===== config.mk =====
export PLATFORM = sky130hd
export DESIGN_NAME = crc_checked_upload_receiver
export DESIGN_NICKNAME = d
export VERILOG_FILES = /design/src/design/crcu_pkg.sv /design/src/design/crcu_cfg.sv /design/src/design/crcu_core.sv /design/src/design/crc_checked_upload_receiver.sv
export SDC_FILE = /design/constraint.sdc
export NUM_CORES = 1
export LEC_CHECK = 0
export BUFFER_PORTS_ARGS = -buffer_cell sky130_fd_sc_hd__buf_2
export CAP_MARGIN = 30
export CORE_ASPECT_RATIO = 1.5
export CORE_MARGIN = 2
export CORE_UTILIZATION = 50
export CTS_CLUSTER_DIAMETER = 50
export CTS_CLUSTER_SIZE = 10
export DETAILED_ROUTE_END_ITERATION = 10
export PLACE_DENSITY = 0.72
export SYNTH_ARGS = -nofsm -noshare
export SYNTH_HDL_FRONTEND = slang
export SYNTH_SLANG_ARGS = --single-unit

===== constraint.sdc =====
create_clock -name clk -period 4.02 [get_ports clk]
set_input_delay 0.402 -clock clk [delete_from_list [all_inputs] [get_ports clk]]
set_output_delay 0.402 -clock clk [all_outputs]
set_load 0.05 [all_outputs]

===== src/design/crcu_pkg.sv =====
`timescale 1ns / 1ps

package crcu_pkg;

    // Word store size and configuration port geometry.
    localparam int STORE_WORDS_DEFAULT = 1024;
    localparam int PADDR_W = 2;
    localparam logic [PADDR_W-1:0] REG_BASE_WORD_ADDR = 2'd0;

    // CRC-16/CCITT-FALSE constants.
    localparam logic [15:0] CRC_INIT = 16'hFFFF;
    localparam logic [15:0] CRC_POLY = 16'h1021;

    // Result status codes.
    typedef enum logic [2:0] {
        ST_HDR       = 3'd0,
        ST_HDR_OK    = 3'd1,
        ST_DATA      = 3'd2,
        ST_DONE_OK   = 3'd3,
        ST_ZERO      = 3'd4,
        ST_UNALIGNED = 3'd5,
        ST_TOO_LARGE = 3'd6,
        ST_CRC_ERR   = 3'd7
    } status_t;

    // Frame phase: four header bytes, then payload.
    typedef enum logic [2:0] {
        PH_HDR0    = 3'd0,
        PH_HDR1    = 3'd1,
        PH_HDR2    = 3'd2,
        PH_HDR3    = 3'd3,
        PH_PAYLOAD = 3'd4
    } phase_t;

    // One result item as produced by the frame core.
    typedef struct packed {
        status_t     status;
        logic        word_valid;
        logic [31:0] data_word;
        logic [9:0]  word_addr;
        logic [15:0] crc_now;
    } result_t;

    // Advance the CRC by one byte, MSB first, unrolled into XOR logic.
    function automatic logic [15:0] crc_byte(input logic [15:0] crc_in, input logic [7:0] b);
        logic [15:0] c;
        c = crc_in ^ {b, 8'h00};
        for (int i = 0; i < 8; i++)
        begin
            if (c[15])
            begin
                c = {c[14:0], 1'b0} ^ CRC_POLY;
            end
            else
            begin
                c = {c[14:0], 1'b0};
            end
        end
        return c;
    endfunction

endpackage


===== src/design/crcu_cfg.sv =====
`timescale 1ns / 1ps

module crcu_cfg
    import crcu_pkg::*;
(
    input  logic               clk,
    input  logic               rst_n,
    input  logic               psel,
    input  logic               penable,
    input  logic               pwrite,
    input  logic [PADDR_W-1:0] paddr,
    input  logic [31:0]        pwdata,
    output logic [31:0]        prdata,
    output logic               pready,
    output logic [9:0]         base_word_addr
);

    logic [9:0] base_reg;
    logic       wr_en;

    // The register is written in the access phase of a write.
    assign pready = 1'b1;
    assign wr_en  = psel && penable && pwrite && (paddr == REG_BASE_WORD_ADDR);

    always_ff @(posedge clk or negedge rst_n)
    begin
        if (!rst_n)
        begin
            base_reg <= '0;
        end
        else if (wr_en)
        begin
            base_reg <= pwdata[9:0];
        end
    end

    // Read back; unmapped addresses read as zero.
    assign prdata = (paddr == REG_BASE_WORD_ADDR) ? {22'd0, base_reg} : 32'd0;

    assign base_word_addr = base_reg;

endmodule


===== src/design/crcu_core.sv =====
`timescale 1ns / 1ps

module crcu_core
    import crcu_pkg::*;
#(
    parameter int STORE_WORDS = STORE_WORDS_DEFAULT
)
(
    input  logic       clk,
    input  logic       rst_n,
    input  logic       step,
    input  logic [7:0] rx_byte,
    input  logic [9:0] base_word_addr,
    output result_t    result
);

    localparam logic [15:0] STORE_LIMIT = 16'(STORE_WORDS);

    phase_t      phase_reg, phase_next;
    logic [15:0] byte_total_reg, byte_total_next;
    logic [15:0] crc_expected_reg, crc_expected_next;
    logic [15:0] crc_running_reg, crc_running_next;
    logic [15:0] bytes_seen_reg, bytes_seen_next;
    logic [23:0] word_assembly_reg, word_assembly_next;

    logic [15:0] crc_new;
    logic [15:0] seen_inc;
    logic [15:0] fit_sum;

    assign crc_new  = crc_byte(crc_running_reg, rx_byte);
    assign seen_inc = bytes_seen_reg + 16'd1;
    assign fit_sum  = {6'd0, base_word_addr} + {2'd0, byte_total_reg[15:2]};

    // Frame state registers, advanced once per processed item.
    always_ff @(posedge clk or negedge rst_n)
    begin
        if (!rst_n)
        begin
            phase_reg         <= PH_HDR0;
            byte_total_reg    <= '0;
            crc_expected_reg  <= '0;
            crc_running_reg   <= CRC_INIT;
            bytes_seen_reg    <= '0;
            word_assembly_reg <= '0;
        end
        else if (step)
        begin
            phase_reg         <= phase_next;
            byte_total_reg    <= byte_total_next;
            crc_expected_reg  <= crc_expected_next;
            crc_running_reg   <= crc_running_next;
            bytes_seen_reg    <= bytes_seen_next;
            word_assembly_reg <= word_assembly_next;
        end
    end

    // Next state and result for the byte being processed.
    always_comb
    begin
        phase_next         = phase_reg;
        byte_total_next    = byte_total_reg;
        crc_expected_next  = crc_expected_reg;
        crc_running_next   = crc_running_reg;
        bytes_seen_next    = bytes_seen_reg;
        word_assembly_next = word_assembly_reg;

        result.status     = ST_HDR;
        result.word_valid = 1'b0;
        result.data_word  = '0;
        result.word_addr  = '0;
        result.crc_now    = crc_running_reg;

        unique case (phase_reg)
            PH_HDR0:
            begin
                byte_total_next = {8'h00, rx_byte};
                phase_next      = PH_HDR1;
            end
            PH_HDR1:
            begin
                byte_total_next = {rx_byte, byte_total_reg[7:0]};
                phase_next      = PH_HDR2;
            end
            PH_HDR2:
            begin
                crc_expected_next = {8'h00, rx_byte};
                phase_next        = PH_HDR3;
            end
            PH_HDR3:
            begin
                crc_expected_next  = {rx_byte, crc_expected_reg[7:0]};
                phase_next         = PH_HDR0;
                bytes_seen_next    = '0;
                word_assembly_next = '0;
                crc_running_next   = CRC_INIT;
                // Header checks in order: zero size, alignment, store bounds.
                priority if (byte_total_reg == 16'd0)
                begin
                    result.status = ST_ZERO;
                end
                else if (byte_total_reg[1:0] != 2'b00)
                begin
                    result.status = ST_UNALIGNED;
                end
                else if (fit_sum > STORE_LIMIT)
                begin
                    result.status = ST_TOO_LARGE;
                end
                else
                begin
                    result.status = ST_HDR_OK;
                    phase_next    = PH_PAYLOAD;
                end
                result.crc_now = CRC_INIT;
            end
            PH_PAYLOAD:
            begin
                result.crc_now   = crc_new;
                crc_running_next = crc_new;
                bytes_seen_next  = seen_inc;

                // Pack bytes little-endian; the fourth byte completes a word.
                unique case (bytes_seen_reg[1:0])
                    2'd0:    word_assembly_next = {16'd0, rx_byte};
                    2'd1:    word_assembly_next = {8'd0, rx_byte, word_assembly_reg[7:0]};
                    2'd2:    word_assembly_next = {rx_byte, word_assembly_reg[15:0]};
                    default:
                    begin
                        word_assembly_next = '0;
                        result.word_valid  = 1'b1;
                        result.data_word   = {rx_byte, word_assembly_reg};
                        result.word_addr   = base_word_addr + bytes_seen_reg[11:2];
                    end
                endcase

                // Last payload byte closes the frame.
                if (seen_inc >= byte_total_reg)
                begin
                    result.status      = (crc_new == crc_expected_reg) ? ST_DONE_OK : ST_CRC_ERR;
                    phase_next         = PH_HDR0;
                    bytes_seen_next    = '0;
                    word_assembly_next = '0;
                    crc_running_next   = CRC_INIT;
                end
                else
                begin
                    result.status = ST_DATA;
                end
            end
            default:
            begin
                phase_next         = PH_HDR0;
                bytes_seen_next    = '0;
                word_assembly_next = '0;
                crc_running_next   = CRC_INIT;
            end
        endcase
    end

endmodule


===== src/design/crc_checked_upload_receiver.sv =====
`timescale 1ns / 1ps
// Length-prefixed upload receiver with a CRC-16/CCITT-FALSE check.
// Input channel: one received byte per item on rx_byte (in_valid/in_ready).
// Each frame is a 4-byte header (byte count, expected CRC, both little-endian)
// followed by the payload. Output channel (out_valid/out_ready): one result
// item per input byte with status, an optional completed 32-bit word and its
// store address, and the running CRC. Words are only safe to commit once the
// frame reports done ok.
// Configuration: base_word_addr at APB address 0. The user is to write it
// only while idle; the block itself does not enforce this. An accepted byte
// is held in the input register, then its result item is registered.
// Throughput: one byte per cycle while out_ready is high; the per-byte CRC is
// an unrolled XOR network between the input register and the result register.
// Stalls: while out_ready is low the result is held; one more byte can still
// be taken into the input register, after which in_ready drops.
// Reset: both registers empty, the receiver waits for a header, the base
// address is zero and the running CRC is 0xFFFF.

module crc_checked_upload_receiver
    import crcu_pkg::*;
#(
    parameter int STORE_WORDS = STORE_WORDS_DEFAULT
)
(
    input  logic               clk,
    input  logic               rst_n,
    input  logic               psel,
    input  logic               penable,
    input  logic               pwrite,
    input  logic [PADDR_W-1:0] paddr,
    input  logic [31:0]        pwdata,
    output logic [31:0]        prdata,
    output logic               pready,
    input  logic               in_valid,
    output logic               in_ready,
    input  logic [7:0]         rx_byte,
    output logic               out_valid,
    input  logic               out_ready,
    output logic [2:0]         status,
    output logic               word_valid,
    output logic [31:0]        data_word,
    output logic [9:0]         word_addr,
    output logic [15:0]        crc_now
);

    logic [9:0] base_word_addr;
    logic       in_valid_reg;
    logic [7:0] in_byte_reg;
    logic       out_valid_reg;
    result_t    result_reg;
    result_t    core_result;
    logic       advance;

    crcu_cfg u_cfg (
        .clk            (clk),
        .rst_n          (rst_n),
        .psel           (psel),
        .penable        (penable),
        .pwrite         (pwrite),
        .paddr          (paddr),
        .pwdata         (pwdata),
        .prdata         (prdata),
        .pready         (pready),
        .base_word_addr (base_word_addr)
    );

    // A byte moves into the result register when there is room for it.
    assign advance  = in_valid_reg && (!out_valid_reg || out_ready);
    assign in_ready = !in_valid_reg || advance;

    crcu_core #(
        .STORE_WORDS (STORE_WORDS)
    ) u_core (
        .clk            (clk),
        .rst_n          (rst_n),
        .step           (advance),
        .rx_byte        (in_byte_reg),
        .base_word_addr (base_word_addr),
        .result         (core_result)
    );

    // Input register.
    always_ff @(posedge clk or negedge rst_n)
    begin
        if (!rst_n)
        begin
            in_valid_reg <= 1'b0;
        end
        else if (in_valid && in_ready)
        begin
            in_valid_reg <= 1'b1;
        end
        else if (advance)
        begin
            in_valid_reg <= 1'b0;
        end
    end

    always_ff @(posedge clk)
    begin
        if (in_valid && in_ready)
        begin
            in_byte_reg <= rx_byte;
        end
    end

    // Result register.
    always_ff @(posedge clk or negedge rst_n)
    begin
        if (!rst_n)
        begin
            out_valid_reg <= 1'b0;
        end
        else if (advance)
        begin
            out_valid_reg <= 1'b1;
        end
        else if (out_ready)
        begin
            out_valid_reg <= 1'b0;
        end
    end

    always_ff @(posedge clk)
    begin
        if (advance)
        begin
            result_reg <= core_result;
        end
    end

    assign out_valid  = out_valid_reg;
    assign status     = result_reg.status;
    assign word_valid = result_reg.word_valid;
    assign data_word  = result_reg.data_word;
    assign word_addr  = result_reg.word_addr;
    assign crc_now    = result_reg.crc_now;

    // A completed word only comes with a payload status.
    assert property (@(posedge clk) disable iff (!rst_n)
        (out_valid && word_valid) |->
            (status == ST_DATA || status == ST_DONE_OK || status == ST_CRC_ERR))
        else $error("word reported outside payload");

    // Without a completed word the word fields read as zero.
    assert property (@(posedge clk) disable iff (!rst_n)
        (out_valid && !word_valid) |-> (data_word == 32'd0 && word_addr == 10'd0))
        else $error("stale word fields");

    // Header results always carry the initial CRC.
    assert property (@(posedge clk) disable iff (!rst_n)
        (out_valid && (status == ST_HDR || status == ST_HDR_OK || status == ST_ZERO ||
                       status == ST_UNALIGNED || status == ST_TOO_LARGE))
            |-> (crc_now == CRC_INIT))
        else $error("header result with running CRC");

    // Input stalls only when a byte is held and the result side is blocked.
    assert property (@(posedge clk) disable iff (!rst_n)
        !in_ready |-> (in_valid_reg && out_valid && !out_ready))
        else $error("input stalled without cause");

endmodule

-- Word level (Yosys, flattened, before mapping)
Cells that the tools add are included.
- bitwise logic cells: 13
- magnitude comparators: 2
- reductions and logical operators: 29
- equality and inequality tests: 10
- $add $sub $neg: 3
- mux-type cells: 35
- operator list (operator ; number):
    16-bit one-hot mux with 2 select lines ; 5
    13-bit two-way mux ; 8
    24-bit one-hot mux with 3 select lines ; 1
    24-bit one-hot mux with 2 select lines ; 1
    43-bit two-way mux ; 1
    16-bit two-way mux ; 2
    3-bit two-way mux ; 9
    24-bit two-way mux ; 1
    3-bit inverter ; 8
    16-bit by 1-bit adder with 16-bit output (second input constant) ; 1
    16-bit == test ; 1
    16-bit greater-or-equal comparator ; 1
    16-bit by 11-bit greater-than comparator with 1-bit output (second input constant) ; 1
    16-bit logical NOT ; 1
    16-bit bitwise XOR ; 1
    10-bit by 14-bit adder with 15-bit output ; 1
    3-bit one-hot mux with 5 select lines ; 1
    10-bit adder ; 1
    10-bit two-way mux ; 1
    2-bit nonzero test ; 5
    3-bit AND reduction ; 3
    2-bit AND reduction ; 4
    3-bit by 2-bit == test with 1-bit output (second input constant) ; 2
    3-bit by 2-bit != test with 1-bit output (second input constant) ; 2
    other kinds (16) ; 30
- register bits after elaboration: 173
- input port bits: 49
- output and inout bits: 97
- word-level logic and storage cells: 111

-- Depth between registers and ports, before layout
- depth after elaboration: 21
- depth in mapped cells: 14

-- Modules after synthesis
A second synthesis with hierarchy kept.
- cells, all modules: 810
- area total of the unflattened synthesis: 8917.3 um2
- by module, submodules not included (module ; instances ; seq. area each (um2) ; cells each ; area each (um2)):
    crcu_core ; 1 ; 2297.2 ; 674 ; 6074.6
    crc_checked_upload_receiver ; 1 ; 2152.1 ; 78 ; 2205.9
    crcu_cfg ; 1 ; 250.2 ; 58 ; 636.9

-- Worst setup path after synthesis
OpenSTA, ideal clock, no wires.
- path type: register to register
- start point: register u_core.bytes_seen_reg[0]
- end point: register u_core.word_assembly_reg[0]
- arrival: 3315 ps
- clock period less this slack: 3383 ps
- stages on the path, launching flop included: 14
- path slack: 637 ps
- library setup time: 68 ps
- cells stage by stage: dfrtp_1 -> ha_1 -> and3_1 -> and3_1 -> and3_1 -> xor2_1 -> ha_1 -> a21o_1 -> a21oi_1 -> nor2b_1 -> a2111oi_2 -> o211ai_1 -> nor4_2 -> a22o_1
- word-level cells in the longest chain between the ends: 4
- elaborated cells between the ends (all ways): 11
- ends and longest elaborated chain (what ; RTL line ; text):
    start, declared ; crcu_core.sv:23 ; logic [15:0] bytes_seen_reg, bytes_seen_next;
    start signal, assigned ; crcu_core.sv:52 ; bytes_seen_reg <= bytes_seen_next;
    16-bit by 1-bit adder with 16-bit output (tied with other cells) ; crcu_core.sv:31 ; assign seen_inc = bytes_seen_reg + 16'd1;
    16-bit greater-or-equal comparator or 24-bit one-hot mux with 3 select lines (tied branches) ; crcu_core.sv:137, crcu_core.sv:123 ;
    3-bit by 2-bit != test with 1-bit output (no source line) or 24-bit two-way mux (tied branches) ; n/a ;
    4-bit AND reduction (no source line) or 24-bit one-hot mux with 2 select lines (tied branches) ; n/a ;
    end signal, assigned ; crcu_core.sv:53 ; word_assembly_reg <= word_assembly_next;
    end, declared ; crcu_core.sv:24 ; logic [23:0] word_assembly_reg, word_assembly_next;
Parallel ways exist; a longest one is shown, timed or not.
A chain may end at the register's enable or synchronous reset.

-- Worst setup path after layout
- start point: register u_core.bytes_seen_reg[1]
- end point: register u_core.word_assembly_reg[1]
The elaborated chain is that of the path after synthesis.

==> results summary <==
The run finished with clean final reports. The total area inside the core boundary comes to 17700 um2. Dividing the synthesized area by the synthesized cell count gives 10.8 um2. Measured in cells, the most critical reg-to-reg path has a length of 14. The count of yosys warnings during synthesis is 0. The kind of cell with the highest combined delay on the critical path is compound AO/OA/AOI/OAI gates. The main flop type after synthesis is sky130_fd_sc_hd__dfrtp_1. The number of primary I/O pins came out at 146. Before antenna repair, the detailed router went through 4 iterations.

The max-slew violation total from the final report came out at 0. The overall routed net length came out at 21200 um. Of the total power, the share spent switching nets is 0.386.

The clock-pin slew reported for the worst setup and hold paths after clock tree synthesis is 0.07 ns. The initial antenna violation count is 0. The longest individual stage delay on the worst path is 0.47 ns.

TritonCTS built the clock tree. The setup path with the least slack is of type reg2reg. The area growth from synthesis to layout is 14.3%. Entering global routing, the biggest net connects 63 pins. The number of clock sinks came out at 173. For the worst-skew pair, the clock arrives at the later sink with an insertion delay of 0.44 ns. The number of flops mapped to enable cells by yosys came out at 70. The number of core rows came out at 60. The classification of the worst-slack hold path is in2reg. Setup repair after global routing left no endpoint under its margin.

The overall via count from detail_route came out at 6510. The total setup buffers inserted after CTS came out at 0. Dividing total power by cell area gives a power density of 615 nW/um2. The slew of the pin with the lowest slew margin is 1.04 ns. The maximum resistive drop on vdd is 320 uV. Across every metal layer, demand over resource in global routing totals 0.232. The number of remaining DRC errors is 0. The final estimated routing congestion in global placement came out at 0.854. The final count of hold timing violations is 0. The effective utilization at floorplan is 0.506.

The headroom to the max-slew limit came out at 0.306. The switching power total is 2.43 mW. The via count of the first global-routing pass was 6621. The number of distinct library cells after synthesis is 65. Counting I/O delays and the setup requirement, the final critical path takes 3.70 ns. The type of origin of the critical path is a flop. Of the total power, the clock network draws 0.265. Detailed placement finished with a half-perimeter wire length of 14500 um. Static timing analysis puts the maximum clock frequency at 271 MHz. The starting DRC count in detailed routing came out at 380. The post-synthesis cell count is 833. In the finished design, the share of the clock period the worst path needs comes to 0.919. The fraction of the yosys area taken by sequential cells came out at 0.524. The count of input and output buffers is 100.

The number of setup violations in the final report is 0. The worst register-to-register path begins at u_core.bytes_seen_reg[1]. The post-synthesis async set-or-reset flop share is 0.595. In this run the most critical hold path is launched from rx_byte[6]. The remaining antenna violation count came out at 0. Max-cap violations in this run came to 0. The flip-flop count of the largest register, all copies and words added is 32. After synthesis the netlist holds a flip-flop and latch count of 173.

The sort of element at the end of the critical path is a flop. The final total negative setup slack is 0 ns. The worst endpoint data arrival time came out at 4.07 ns. The die outline height came out at 168 um.

The signal on the critical path passes through ha_1, and3_1, and3_1, and3_1, xor2_1, ha_1, a21o_1, a21oi_1, nor2b_1, a2111oi_2, o211ai_1, nor4_2, buf_4, a22o_1. The slowest stage of the critical path belongs to the cell sky130_fd_sc_hd__a2111oi_2. The share of final-layout standard cells stronger than drive strength 1 is 0.210. The floorplan step defined a die boundary enclosing 19000 um2. The first global-routing pass estimated 34200 um of wire. The worst-path maximum fanout came out at 9. The worst hold path terminates at in_byte_reg[6].

The fill cell total of the finished layout came out at 1516. The most prevalent standard cell on the critical path is sky130_fd_sc_hd__and3_1. The reported leakage power came out at 4.52 nW.

On the final layout, the worst hold slack is 0.132 ns. Global routing finished with a remaining overflow of 0. The total internal power is 3.87 mW. The minimum setup slack among reg-to-reg paths is 0.32 ns.

After the last flow step, the layout net total stands at 1025. The die extent in x is 113 um. The longest clock path from root to sink contains 2 buffers. The post-detailed-route wirelength per cell is 18.2 um. The antenna cell count came out at 0.

The part of the total power dissipated in sequential elements is 0.394. The number of instances on the worst hold path is 1. After synthesis the cells add up to 8960 um2.

Between clock sinks in the finished design, the worst skew comes to 0.00700 ns. The sum of buffers and inverters on the critical path came out at 1. The destination of the worst register-to-register timing path is u_core.word_assembly_reg[1]. The proportion of power drawn by combinational gates is 0.341. The clock root buffer is sky130_fd_sc_hd__clkbuf_16. TritonCTS created 17 clock buffers. The worst endpoint required time is 4.40 ns. The number of levels in the clock H-tree is 4.

The vias per cell came out at 5.59.
[cell usage after synthesis, drive strengths merged, types with 3 or more instances]
library cell  number  area [um2]
dfrtp             87        2180
nand2             82         308
edfxtp            70        2100
nor2              66         248
o21ai             58         290
and2              47         294
ha                40         500
a21oi             33         165
xor2              31         290
a22o              30         263
clkbuf            30         123
inv               28         105
xnor2             28         268
buf               27         204
mux2              18         203
a31oi             16         100
dfstp             16         420
nand3             16        80.1
nor3              12        60.1
a21o               9        67.6
and3               9        56.3
nor2b              8        50.1
nand2b             6        37.5
nand4              6        37.5
nor4               6        50.0
nor3b              4        30.0
o31ai              4        30.0
or3                4        25.0
a2111oi            3        32.5
a211oi             3        22.5
o21a               3        22.5
[stage by stage]
stage	util	setup WS [ns]	instance area, um2	power [mW]	instances
CTS	0.578	0.234	10200	6.31	1164
global route	0.578	0.0182	10200	6.68	1164
floorplan	-	0.637	9040	4.09	854
detailed placement	0.544	0.273	9630	4.63	1131
finish	0.578	0.324	10200	6.30	1164
global placement	0.544	0.324	9630	4.57	1131
[cells by family (layout without fill, tap and decap cells)]
family,after synthesis,count (layout),synth area share
other,2,23,0.000838
DFF,173,173,0.524
adders and majority gates,42,42,0.0603
and+or+nand+nor,273,273,0.149
AOI/OAI and AO/OA,180,180,0.132
muxes,19,19,0.0237
buffers and inverters,85,178,0.0482
xor gates and xnor gates,59,59,0.0623
[routing by layer]
metal,up-vias,track usage,part of all wire
li1,3111,-,-
met1,3163,0.269,0.40
met2,199,0.419,0.53
met3,37,0.0385,0.040
met4,0,0.101,0.034
met5,-,0,0
[cell usage in the layout (no fill, tap or decap), types with 5 or more instances in the layout]
| cell | instances |
|---|---|
| sky130_fd_sc_hd__inv_1 | 27 |
| sky130_fd_sc_hd__nand2b_1 | 6 |
| sky130_fd_sc_hd__and3_1 | 9 |
| sky130_fd_sc_hd__and2_1 | 47 |
| sky130_fd_sc_hd__ha_1 | 40 |
| sky130_fd_sc_hd__a21oi_1 | 33 |
| sky130_fd_sc_hd__a21o_1 | 9 |
| sky130_fd_sc_hd__nand3_1 | 16 |
| sky130_fd_sc_hd__a22o_1 | 30 |
| sky130_fd_sc_hd__conb_1 | 23 |
| sky130_fd_sc_hd__mux2_2 | 18 |
| sky130_fd_sc_hd__dfstp_2 | 16 |
| sky130_fd_sc_hd__edfxtp_1 | 70 |
| sky130_fd_sc_hd__dfrtp_1 | 87 |
| sky130_fd_sc_hd__nand2_1 | 82 |
| sky130_fd_sc_hd__clkbuf_16 | 18 |
| sky130_fd_sc_hd__buf_4 | 18 |
| sky130_fd_sc_hd__nand4_1 | 6 |
| sky130_fd_sc_hd__nor2_1 | 64 |
| sky130_fd_sc_hd__xor2_1 | 30 |
| sky130_fd_sc_hd__buf_2 | 99 |
| sky130_fd_sc_hd__nor2b_1 | 8 |
| sky130_fd_sc_hd__a31oi_1 | 16 |
| sky130_fd_sc_hd__nor3_1 | 11 |
| sky130_fd_sc_hd__o21ai_0 | 54 |
| sky130_fd_sc_hd__inv_6 | 5 |
| sky130_fd_sc_hd__xnor2_1 | 25 |
[worst max-delay path by stage]
stage	slack [ns]	startpoint	cells after the start	endpoint
2_1_floorplan	0.64	u_core.bytes_seen_reg[0]	13	u_core.word_assembly_reg[0]
3_3_place_gp	0.32	u_core.bytes_seen_reg[1]	13	u_core.bytes_seen_reg[2]
3_5_place_dp	0.27	u_core.bytes_seen_reg[1]	13	u_core.bytes_seen_reg[13]
4_1_cts	0.23	u_core.bytes_seen_reg[1]	13	u_core.bytes_seen_reg[2]
5_1_grt	0.02	u_core.bytes_seen_reg[0]	13	u_core.word_assembly_reg[4]
6_report	0.32	u_core.bytes_seen_reg[1]	14	u_core.word_assembly_reg[1]
[cell type report]
cell class                      instances  area (um2)  area share
Clock buffer                           19         454      0.0443
Clock inverter                         13         146      0.0143
Inverter                               28         105      0.0103
Multi-Input combinational cell        596        3930       0.383
Sequential cell                       173        4700       0.459
Tap cell                              217         272      0.0265
Timing Repair Buffer                  118         641      0.0625
[power groups by stage]
stage / combinational [mW] / sequential [mW] / clock, mW
after floorplan: 1.51 / 2.59 / 0
after global placement: 2.06 / 2.50 / 0
after detailed placement: 2.12 / 2.51 / 0
after CTS: 2.14 / 2.48 / 1.69
after global routing: 2.39 / 2.52 / 1.76
final: 2.15 / 2.48 / 1.67
[repair_timing]
action	in CTS	in global routing
setup endpoints to repair	0	6
hold buffers	1	0
endpoints found under the hold margin	23	0
gates resized for setup	0	1
No activity file was read; power rests on OpenSTA's default activity.
